===== src/hw/rtl/sipb_pkg.sv =====
`timescale 1ns / 1ps

package sipb_pkg;

    localparam logic [15:0] CRC_POLY = 16'h8005;

    // config register indexes
    localparam logic [1:0] CFG_FIRST_ID  = 2'd0;
    localparam logic [1:0] CFG_SECOND_ID = 2'd1;
    localparam logic [1:0] CFG_THIRD_ID  = 2'd2;

    localparam logic ACTION_TORQUE = 1'b1;

    typedef logic [5:0] t_pc;

    localparam t_pc STEP_TORQUE = 6'd27;
    localparam t_pc STEP_CRC    = 6'd37;
    localparam t_pc STEP_LAST   = 6'd38;

    typedef enum logic [2:0] {
        SRC_CONST,
        SRC_HELD_ID,
        SRC_TORQUE,
        SRC_CFG_ID,
        SRC_GOAL,
        SRC_CRC_LO,
        SRC_CRC_HI
    } t_src;

    typedef enum logic [1:0] {
        J_NEXT,
        J_IF_TORQUE,
        J_ALWAYS,
        J_END
    } t_jmp;

    typedef struct packed {
        t_src       src;
        logic [7:0] konst;
        logic [1:0] sel;    // servo slot for cfg id / goal
        logic [1:0] bsel;   // goal byte, low first
        t_jmp       jmp;
        t_pc        target;
    } t_uop;

    typedef struct packed {
        logic clr;
        logic feed;
    } t_crc_ctl;

    function automatic logic [15:0] crc16_feed(logic [15:0] crc, logic [7:0] b);
        logic [15:0] c;
        c = crc ^ {b, 8'h00};
        for (int k = 0; k < 8; k++) begin
            c = c[15] ? ({c[14:0], 1'b0} ^ CRC_POLY) : {c[14:0], 1'b0};
        end
        return c;
    endfunction

    // Microcode program. Header 0..3, sync write 4..26, torque 27..36, CRC 37..38.
    function automatic t_uop uop_rom(t_pc pc);
        t_uop u;
        u = '{src: SRC_CONST, konst: 8'h00, sel: 2'd0, bsel: 2'd0,
              jmp: J_NEXT, target: 6'd0};
        unique case (pc)
            6'd0:  u.konst = 8'hFF;
            6'd1:  u.konst = 8'hFF;
            6'd2:  u.konst = 8'hFD;
            6'd3:  begin
                u.konst  = 8'h00;
                u.jmp    = J_IF_TORQUE;
                u.target = STEP_TORQUE;
            end
            // sync write body
            6'd4:  u.konst = 8'hFE;
            6'd5:  u.konst = 8'h16;
            6'd6:  u.konst = 8'h00;
            6'd7:  u.konst = 8'h83;
            6'd8:  u.konst = 8'h74;
            6'd9:  u.konst = 8'h00;
            6'd10: u.konst = 8'h04;
            6'd11: u.konst = 8'h00;
            6'd12: begin u.src = SRC_CFG_ID; u.sel = 2'd0; end
            6'd13: begin u.src = SRC_GOAL; u.sel = 2'd0; u.bsel = 2'd0; end
            6'd14: begin u.src = SRC_GOAL; u.sel = 2'd0; u.bsel = 2'd1; end
            6'd15: begin u.src = SRC_GOAL; u.sel = 2'd0; u.bsel = 2'd2; end
            6'd16: begin u.src = SRC_GOAL; u.sel = 2'd0; u.bsel = 2'd3; end
            6'd17: begin u.src = SRC_CFG_ID; u.sel = 2'd1; end
            6'd18: begin u.src = SRC_GOAL; u.sel = 2'd1; u.bsel = 2'd0; end
            6'd19: begin u.src = SRC_GOAL; u.sel = 2'd1; u.bsel = 2'd1; end
            6'd20: begin u.src = SRC_GOAL; u.sel = 2'd1; u.bsel = 2'd2; end
            6'd21: begin u.src = SRC_GOAL; u.sel = 2'd1; u.bsel = 2'd3; end
            6'd22: begin u.src = SRC_CFG_ID; u.sel = 2'd2; end
            6'd23: begin u.src = SRC_GOAL; u.sel = 2'd2; u.bsel = 2'd0; end
            6'd24: begin u.src = SRC_GOAL; u.sel = 2'd2; u.bsel = 2'd1; end
            6'd25: begin u.src = SRC_GOAL; u.sel = 2'd2; u.bsel = 2'd2; end
            6'd26: begin
                u.src    = SRC_GOAL;
                u.sel    = 2'd2;
                u.bsel   = 2'd3;
                u.jmp    = J_ALWAYS;
                u.target = STEP_CRC;
            end
            // torque body
            6'd27: u.src = SRC_HELD_ID;
            6'd28: u.konst = 8'h09;
            6'd29: u.konst = 8'h00;
            6'd30: u.konst = 8'h03;
            6'd31: u.konst = 8'h40;
            6'd32: u.konst = 8'h00;
            6'd33: u.src = SRC_TORQUE;
            6'd34: u.konst = 8'h00;
            6'd35: u.konst = 8'h00;
            6'd36: u.konst = 8'h00;
            // trailer
            6'd37: u.src = SRC_CRC_LO;
            6'd38: begin u.src = SRC_CRC_HI; u.jmp = J_END; end
            default: begin u.src = SRC_CRC_HI; u.jmp = J_END; end
        endcase
        return u;
    endfunction

endpackage


===== src/hw/rtl/sipb_crc16.sv =====
`timescale 1ns / 1ps

module sipb_crc16 (
    input  logic                i_clk,
    input  logic                i_rst_n,
    input  sipb_pkg::t_crc_ctl  i_ctl,
    input  logic [7:0]          i_byte,
    output logic [15:0]         o_crc
);

    logic [15:0] r_crc;
    logic [15:0] n_crc;

    always_comb begin
        priority if (i_ctl.clr) begin
            n_crc = 16'h0000;
        end else if (i_ctl.feed) begin
            n_crc = sipb_pkg::crc16_feed(r_crc, i_byte);
        end else begin
            n_crc = r_crc;
        end
    end

    always_ff @(posedge i_clk) begin
        if (!i_rst_n) begin
            r_crc <= 16'h0000;
        end else begin
            r_crc <= n_crc;
        end
    end

    assign o_crc = r_crc;

endmodule


===== src/hw/rtl/servo_instruction_packet_builder_top.sv =====
`timescale 1ns / 1ps

// Builds one servo-bus instruction packet per command and sends it one byte per
// output beat, CRC-16 (0x8005) low byte then high byte at the end, last_byte set
// on the final beat. A torque command gives 16 beats, a sync write 29. A small
// microcode ROM steps once per byte, whenever the output register is empty or
// being read; the next command is taken in the cycle its predecessor's final byte
// enters the output register, so back-to-back packets stream without gaps.
// Servo ids for the sync write come from three config registers, which the user
// must write only while no packet is in flight; the block does not enforce it.

module servo_instruction_packet_builder_top (
    input  logic        i_clk,
    input  logic        i_rst_n,
    // config
    input  logic        i_cfg_we,
    input  logic [1:0]  i_cfg_idx,
    input  logic [7:0]  i_cfg_data,
    // command channel
    input  logic        i_in_valid,
    output logic        o_in_ready,
    input  logic        i_action,
    input  logic [7:0]  i_servo_id,
    input  logic        i_torque_on,
    input  logic [31:0] i_goal_first,
    input  logic [31:0] i_goal_second,
    input  logic [31:0] i_goal_third,
    // byte channel
    output logic        o_out_valid,
    input  logic        i_out_ready,
    output logic [7:0]  o_packet_byte,
    output logic        o_last_byte
);

    logic [7:0]        r_cfg_id [3];
    logic              r_kind;
    logic [7:0]        r_held_id;
    logic              r_torque;
    logic [31:0]       r_goal [3];

    sipb_pkg::t_pc     r_pc;
    sipb_pkg::t_pc     n_pc;
    logic              r_busy;
    logic              n_busy;
    logic              r_out_valid;
    logic              n_out_valid;
    logic [7:0]        r_out_byte;
    logic              r_out_last;

    sipb_pkg::t_uop    uop;
    sipb_pkg::t_crc_ctl crc_ctl;
    logic [15:0]       crc;
    logic [7:0]        step_byte;
    logic [7:0]        cfg_sel;
    logic [31:0]       goal_sel;
    logic              fire;
    logic              finish;
    logic              accept;

    assign uop    = sipb_pkg::uop_rom(r_pc);
    assign fire   = r_busy && (!r_out_valid || i_out_ready);
    assign finish = fire && (uop.jmp == sipb_pkg::J_END);
    assign o_in_ready = !r_busy || finish;
    assign accept = i_in_valid && o_in_ready;

    // config registers
    always_ff @(posedge i_clk) begin
        if (!i_rst_n) begin
            r_cfg_id[0] <= 8'd3;
            r_cfg_id[1] <= 8'd2;
            r_cfg_id[2] <= 8'd1;
        end else if (i_cfg_we) begin
            unique case (i_cfg_idx)
                sipb_pkg::CFG_FIRST_ID:  r_cfg_id[0] <= i_cfg_data;
                sipb_pkg::CFG_SECOND_ID: r_cfg_id[1] <= i_cfg_data;
                sipb_pkg::CFG_THIRD_ID:  r_cfg_id[2] <= i_cfg_data;
                default: ;
            endcase
        end
    end

    // command hold
    always_ff @(posedge i_clk) begin
        if (!i_rst_n) begin
            r_kind    <= 1'b0;
            r_held_id <= 8'h00;
            r_torque  <= 1'b0;
        end else if (accept) begin
            r_kind    <= i_action;
            r_held_id <= i_servo_id;
            r_torque  <= i_torque_on;
        end
    end

    always_ff @(posedge i_clk) begin
        if (accept) begin
            r_goal[0] <= i_goal_first;
            r_goal[1] <= i_goal_second;
            r_goal[2] <= i_goal_third;
        end
    end

    // datapath byte select
    always_comb begin
        unique case (uop.sel)
            2'd0:    cfg_sel = r_cfg_id[0];
            2'd1:    cfg_sel = r_cfg_id[1];
            default: cfg_sel = r_cfg_id[2];
        endcase
    end

    always_comb begin
        unique case (uop.sel)
            2'd0:    goal_sel = r_goal[0];
            2'd1:    goal_sel = r_goal[1];
            default: goal_sel = r_goal[2];
        endcase
    end

    always_comb begin
        unique case (uop.src)
            sipb_pkg::SRC_CONST:   step_byte = uop.konst;
            sipb_pkg::SRC_HELD_ID: step_byte = r_held_id;
            sipb_pkg::SRC_TORQUE:  step_byte = {7'd0, r_torque};
            sipb_pkg::SRC_CFG_ID:  step_byte = cfg_sel;
            sipb_pkg::SRC_GOAL:    step_byte = goal_sel[{uop.bsel, 3'b000} +: 8];
            sipb_pkg::SRC_CRC_LO:  step_byte = crc[7:0];
            sipb_pkg::SRC_CRC_HI:  step_byte = crc[15:8];
            default:               step_byte = 8'h00;
        endcase
    end

    always_comb begin
        crc_ctl.clr  = accept;
        crc_ctl.feed = fire && (uop.src != sipb_pkg::SRC_CRC_LO)
                            && (uop.src != sipb_pkg::SRC_CRC_HI);
    end

    sipb_crc16 u_crc (
        .i_clk   (i_clk),
        .i_rst_n (i_rst_n),
        .i_ctl   (crc_ctl),
        .i_byte  (step_byte),
        .o_crc   (crc)
    );

    // sequencer
    always_comb begin
        n_pc   = r_pc;
        n_busy = r_busy;
        if (fire) begin
            unique case (uop.jmp)
                sipb_pkg::J_NEXT:      n_pc = r_pc + 6'd1;
                sipb_pkg::J_IF_TORQUE: n_pc = (r_kind == sipb_pkg::ACTION_TORQUE)
                                              ? uop.target : r_pc + 6'd1;
                sipb_pkg::J_ALWAYS:    n_pc = uop.target;
                sipb_pkg::J_END:       n_busy = 1'b0;
            endcase
        end
        if (accept) begin
            n_pc   = 6'd0;
            n_busy = 1'b1;
        end
    end

    always_comb begin
        n_out_valid = r_out_valid;
        if (fire) begin
            n_out_valid = 1'b1;
        end else if (i_out_ready) begin
            n_out_valid = 1'b0;
        end
    end

    always_ff @(posedge i_clk) begin
        if (!i_rst_n) begin
            r_pc        <= 6'd0;
            r_busy      <= 1'b0;
            r_out_valid <= 1'b0;
        end else begin
            r_pc        <= n_pc;
            r_busy      <= n_busy;
            r_out_valid <= n_out_valid;
        end
    end

    always_ff @(posedge i_clk) begin
        if (fire) begin
            r_out_byte <= step_byte;
            r_out_last <= (uop.jmp == sipb_pkg::J_END);
        end
    end

    assign o_out_valid   = r_out_valid;
    assign o_packet_byte = r_out_byte;
    assign o_last_byte   = r_out_last;

    a_accept_restarts: assert property (@(posedge i_clk) disable iff (!i_rst_n)
        accept |=> r_busy && (r_pc == 6'd0))
        else $error("sequencer did not restart on new command");

    a_pc_in_program: assert property (@(posedge i_clk) disable iff (!i_rst_n)
        r_busy |-> r_pc <= sipb_pkg::STEP_LAST)
        else $error("step counter left the program");

    a_end_marks_last: assert property (@(posedge i_clk) disable iff (!i_rst_n)
        finish |=> o_out_valid && o_last_byte)
        else $error("final step did not flag last beat");

    a_torque_branch: assert property (@(posedge i_clk) disable iff (!i_rst_n)
        fire && !accept && (r_pc == 6'd3) && (r_kind == sipb_pkg::ACTION_TORQUE)
        |=> r_pc == sipb_pkg::STEP_TORQUE)
        else $error("torque branch not taken after header");

endmodule


===== config.mk =====
export PLATFORM = sky130hd
export DESIGN_NAME = servo_instruction_packet_builder_top
export DESIGN_NICKNAME = d
export VERILOG_FILES = /design/src/hw/rtl/sipb_pkg.sv /design/src/hw/rtl/sipb_crc16.sv /design/src/hw/rtl/servo_instruction_packet_builder_top.sv
export SDC_FILE = /design/constraint.sdc
export NUM_CORES = 1
export LEC_CHECK = 0
export BUFFER_PORTS_ARGS = -buffer_cell sky130_fd_sc_hd__buf_4
export CAP_MARGIN = 25
export CORE_MARGIN = 2
export CORE_UTILIZATION = 50
export CTS_BUF_LIST = sky130_fd_sc_hd__clkbuf_2
export DETAILED_ROUTE_END_ITERATION = 10
export GPL_TIMING_DRIVEN = 0
export PLACE_DENSITY_LB_ADDON = 0.12
export SYNTH_ARGS = -nofsm -noshare
export SYNTH_HDL_FRONTEND = slang
export SYNTH_SLANG_ARGS = --single-unit

===== constraint.sdc =====
create_clock -name i_clk -period 9.18 [get_ports i_clk]
set_input_delay 1.377 -clock i_clk [delete_from_list [all_inputs] [get_ports i_clk]]
set_output_delay 1.377 -clock i_clk [all_outputs]
set_load 0.01 [all_outputs]

* Yosys cells after proc, flatten, opt, wreduce, memory -nomap -nowiden
Memories as Yosys holds them, arrays and structs flattened. Cells that the tools add are included.
Cells by class: $add $sub $neg 1, eq/ne operators 51, shifts and indexed selects 1, multiplexer cells 42, bitwise operators 13, reductions and logical operators 31
Operators by type and width (count):
- $mux W16 | 8
- $eq A6 B5 Y1 const B | 16
- $pmux W8 S10 | 1
- $pmux W32 S2 | 1
- $pmux W8 S7 | 1
- $eq A6 B4 Y1 const B | 8
- $eq A6 B6 Y1 const B | 6
- $reduce_or A36 Y1 | 1
- $shiftx A32 B6 Y8 | 1
- $eq A6 B3 Y1 const B | 4
- $mux W8 | 3
- $not A3 Y3 | 8
- $mux W1 | 20
- $reduce_or A20 Y1 | 1
- $pmux W3 S6 | 1
- $pmux W6 S3 | 1
- $pmux W8 S2 | 1
- $xor A16 B16 Y16 | 1
- $eq A6 B2 Y1 const B | 2
- $pmux W2 S3 | 2
- $pmux W6 S2 | 1
- $reduce_or A12 Y1 | 1
- $reduce_or A3 Y1 | 4
- $reduce_or A5 Y1 | 2
- other kinds (22) | 44
Word-level totals: register bits 43, memory bits (writable) 120, input port bits 121, output and inout bits 11, word-level logic and storage cells 150, memories 2
Memory list:
- r_goal | words 3, bits a word 32, rd ports 3, clocked after memory_dff 0, write ports 3, RTL line servo_instruction_packet_builder_top.sv:39 | logic [31:0] r_goal [3];
- r_cfg_id | words 3, bits a word 8, rd ports 3, clocked after memory_dff 0, write ports 3, RTL line servo_instruction_packet_builder_top.sv:35 | logic [7:0] r_cfg_id [3];

* Logic depth before layout (Yosys ltp)
word-level depth 24, mapped depth 17, gate-level depth less buffers 15

* Hierarchy
A second synthesis with hierarchy kept.
Second synthesis, totals: cell total of the unflattened synthesis 626, area total of the unflattened synthesis 7841.3 µm²
By module, submodules not included:
- servo_instruction_packet_builder_top | times used 1, cells each 547, area each 7010.5 µm², sequential area each 4234.1 µm²
- sipb_crc16 | times used 1, cells each 79, area each 830.8 µm², sequential area each 320.3 µm²

* Least setup slack after synthesis
No wires, ideal clock.
kind reg2reg, from register r_pc[1], to memory r_goal[0][0], enable pin, setup time 0.499 ns, arrival time 5.700 ns, data required time 8.681 ns, setup slack 2.982 ns, cell stages (with the launch flop) 14, buffers on the path 3, clock period less this slack 6.198 ns, cells stage by stage dfxtp_1 -> inv_1 -> ha_1 -> buf_2 -> or2_2 -> a211o_1 -> a211oi_1 -> nand3_1 -> or2_2 -> clkbuf_1 -> o21ai_0 -> nand2_1 -> inv_1 -> clkbuf_1
RTL lines:
- start: declaration | RTL line servo_instruction_packet_builder_top.sv:41 | sipb_pkg::t_pc r_pc;
- start signal: assignment | RTL line servo_instruction_packet_builder_top.sv:181 | r_pc <= n_pc;
- end: declaration | RTL line servo_instruction_packet_builder_top.sv:39

* Worst setup path in the final report
from register r_pc[1], to output port o_in_ready
Between the ends: longest elaborated chain between the ends 6, elaborated cells on any way between the ends 43, classes of those cells eq/ne (38); mux (1); reduce/logical (4)
RTL lines:
- $eq A6 B6 Y1, or another cell as far along | RTL line sipb_pkg.sv:65 | unique case (pc)
- $reduce_or A36 Y1 (no line)
- $pmux W2 S3 * | RTL line sipb_pkg.sv:65
- $eq A2 B2 Y1 * | RTL line servo_instruction_packet_builder_top.sv:62 | assign finish = fire && (uop.jmp == sipb_pkg::J_END);
- $logic_and A1 B1 Y1 * | RTL line servo_instruction_packet_builder_top.sv:62
- $logic_or A1 B1 Y1 * | RTL line servo_instruction_packet_builder_top.sv:63 | assign o_in_ready = !r_busy || finish;
- end: declaration | RTL line servo_instruction_packet_builder_top.sv:21 | output logic o_in_ready,
Every way passes the cells marked *; elsewhere a longest branch is shown, timed or not.

==> qor.yml <==
status:
  run_status: "complete, no violations"
logic_synthesis:
  yosysSeqAreaShare: 0.565
  ys_seq_elements: 163
  yosysMostFrequentCell: "edfxtp_1"
  synth_edf_count: 129
  synth_common_cells: "edfxtp_1, nand2_1, a21oi_1"
  synth_area_leader_cell: "edfxtp_1"
  synth_ff_type: "edfxtp_1"
  async_reset_ff_frac: 0
  yosys.cell_types.count: 82
  netlist_instances: 706
  synth_top_area_share: 0.480
  syn_nets: 835
  synth_area_leaders: "edfxtp_1, dfxtp_1, nand2_1, mux2i_1, a21oi_1"
  postSynthAreaPerCell_um2: 11.4
  syn-cell-area_mm2: 0.00807
  ys_warn_count: 0
placement:
  portBuffers: 131
  pre_cts_ws_ps: 4300
  dp_cells: 1056
  place_congestion: 0.917
  hpwl_mm: 15.7
worst_setup_path:
  crit_path_end_kind: "output port"
  worst-r2r-setup-slack_ps: 4070
  critPathCapture: "o_in_ready"
  cp.required_ps: 7800
  worstSetupStartpoint: "r_pc[1]"
  rr_startpoint: "r_pc[0]"
  reg2reg_to: "u_crc.o_crc[15]"
  critPathMaxFanout: 10
  worstPathArrival_ps: 3980
  cp-start-kind: "flip-flop"
  reg2reg_depth: 15
  critPathKind: "reg2out"
clock_tree:
  post_cts_buffers: 0
  htree_num_levels: 4
  clock_sinks: 163
  cts_made_buffers: 17
  cts_hold_buf: 0
  cts_buffer_depth: 2
  clk_pin_slew_ps: 240
  cts_tree: "done"
  ctsResizeCount: 0
  root_buffer: "clkbuf_2"
  clock_latency_ps: 730
pwr:
  power_density_mw_per_mm2: 154
  total_power_mw: 1.48
  irDropWorstVdd_v: 0.000109
  power.leakage_nw: 3.70
sta:
  hold_viol: 0
  rsz0062_at_grt: "false"
  tns_ps: 0
  timing.hold.ws_ps: 483
  maxSlewHeadroom: 0.371
  fmax_mhz: 187
  min_period_over_period: 0.584
  fin_crit_ps: 5360
  tightest_slew_ps: 941
  finalSetupViolCount: 0
  clock-skew-final_ps: 47.8
  drv_slew: 0
  worst_slack_ps: 3820
floorplanning:
  io_pins: 132
  initial_core_util: 0.510
  die-width_um: 131
  coreArea_mm2: 0.0158
  chipHeight_um: 131
  dieArea_mm2: 0.0172
  rows: 46
detailed_routing:
  firstDrtPassIters: 7
  route.antenna.remaining_nets: 0
  first_iter_violations: 548
  wl_mm: 21.2
  avgRoutedWirePerCell_um: 19.5
  via_per_inst: 5.67
  num_vias: 6168
  drc: 0
global_route:
  gr-total-overflow: 0
  busiest_layer: "met2"
  use_met3: 0.0529
  antenna_found_initial: 1
  grt_usage: 0.251
  grt_max_degree: 65
  grt_pass1_vias: 5962
  grt_pass1_wl_mm: 32.1
  grt_use_met2: 0.410
  met1_usage: 0.340
worst_hold_path:
  min_path_type: "reg2reg"
  whs_path_depth: 2
cells_and_area:
  drive_gt1_frac: 0.269
  fillers: 1318
  syn_to_final_growth_pct: 19.4
  final_cells: 1088
  num-nets-final: 988
flow_run:
  cap_violations: 0
[sequential cells by signal, indices dropped and copies added, names as in the netlist, 6 cells and up]
register       count
r_pc               6
r_cfg_id          24
u_crc.o_crc       16
r_goal            96
r_held_id          8
o_packet_byte      8
[cell type report]
cell class,instances,area (um^2),share of cell area
Antenna cell,1,2.50,0.000260
Buffer,41,215,0.0223
Clock buffer,17,85.1,0.00883
Clock inverter,14,178,0.0184
Inverter,17,63.8,0.00663
Multi-Input combinational cell,485,3240,0.336
Sequential cell,163,4550,0.473
Tap cell,216,270,0.0281
Timing Repair Buffer,134,1030,0.107
[kinds of logic (layout without fill, tap and decap cells)]
group,after synthesis,in the layout,share of synthesized area
fa+ha+maj,8,8,0.0124
mux,51,51,0.0709
compound gates,168,168,0.146
xor+xnor,17,17,0.0262
simple gates,241,241,0.145
other cells,0,1,0
buf+inv,58,223,0.0341
flops,163,163,0.565
[placed cells by master, fill, tap and decap left out, types with 10 or more instances in the layout]
master,n
nand2b_1,11
o21ai_0,23
nand2_1,119
nand3_1,15
clkbuf_2,17
nor3_1,10
edfxtp_1,129
and2_1,10
a21oi_1,42
clkbuf_1,19
buf_2,13
dfxtp_1,34
a21boi_0,11
a211oi_1,15
nor2_1,29
mux2i_1,29
buf_4,138
inv_1,16
mux2_2,16
[worst min path at each step]
stage	from	endpoint	slack, ps
finish	u_crc.o_crc[3]	u_crc.o_crc[11]	480
global route	u_crc.o_crc[6]	u_crc.o_crc[14]	500
CTS	r_held_id[1]	r_held_id[1]	490
detailed placement	r_held_id[1]	r_held_id[1]	460
global placement	r_held_id[2]	r_held_id[2]	460
floorplan	r_held_id[5]	r_held_id[5]	440
[power by group]
group          leakage (nW)  total [mW]  internal, mW  switching (mW)
clock network         0.144       0.421         0.154           0.267
logic                  2.05       0.199        0.0950           0.104
registers              1.50       0.865         0.848          0.0166
[metal layers]
metal / vias up / routed length, um / share of wire
met5: - / 0 / 0
met4: 0 / 404 / 0.019
met3: 30 / 1310 / 0.062
met2: 238 / 10200 / 0.48
met1: 2981 / 9320 / 0.44
li1: 2919 / - / -
[worst max-delay path: stages, from the launching register on]
cell and delay, ps:
dfxtp_1 490, inv_1 100, ha_1 220, buf_2 190, and3_1 210, a22o_1 370
nor4_2 340, nand3_1 130, or2_2 370, clkbuf_1 280, o21ai_0 370, buf_4 190
[stage by stage]
| step | utilization | cell area, um^2 |
|---|---|---|
| 6_report | 0.609 | 9630 |
| 5_1_grt | 0.609 | 9630 |
| 4_1_cts | 0.608 | 9630 |
| 3_5_place_dp | 0.592 | 9370 |
| 3_3_place_gp | 0.589 | 9320 |
| 2_1_floorplan | - | 8070 |
Power figures use the tool's default switching activity.
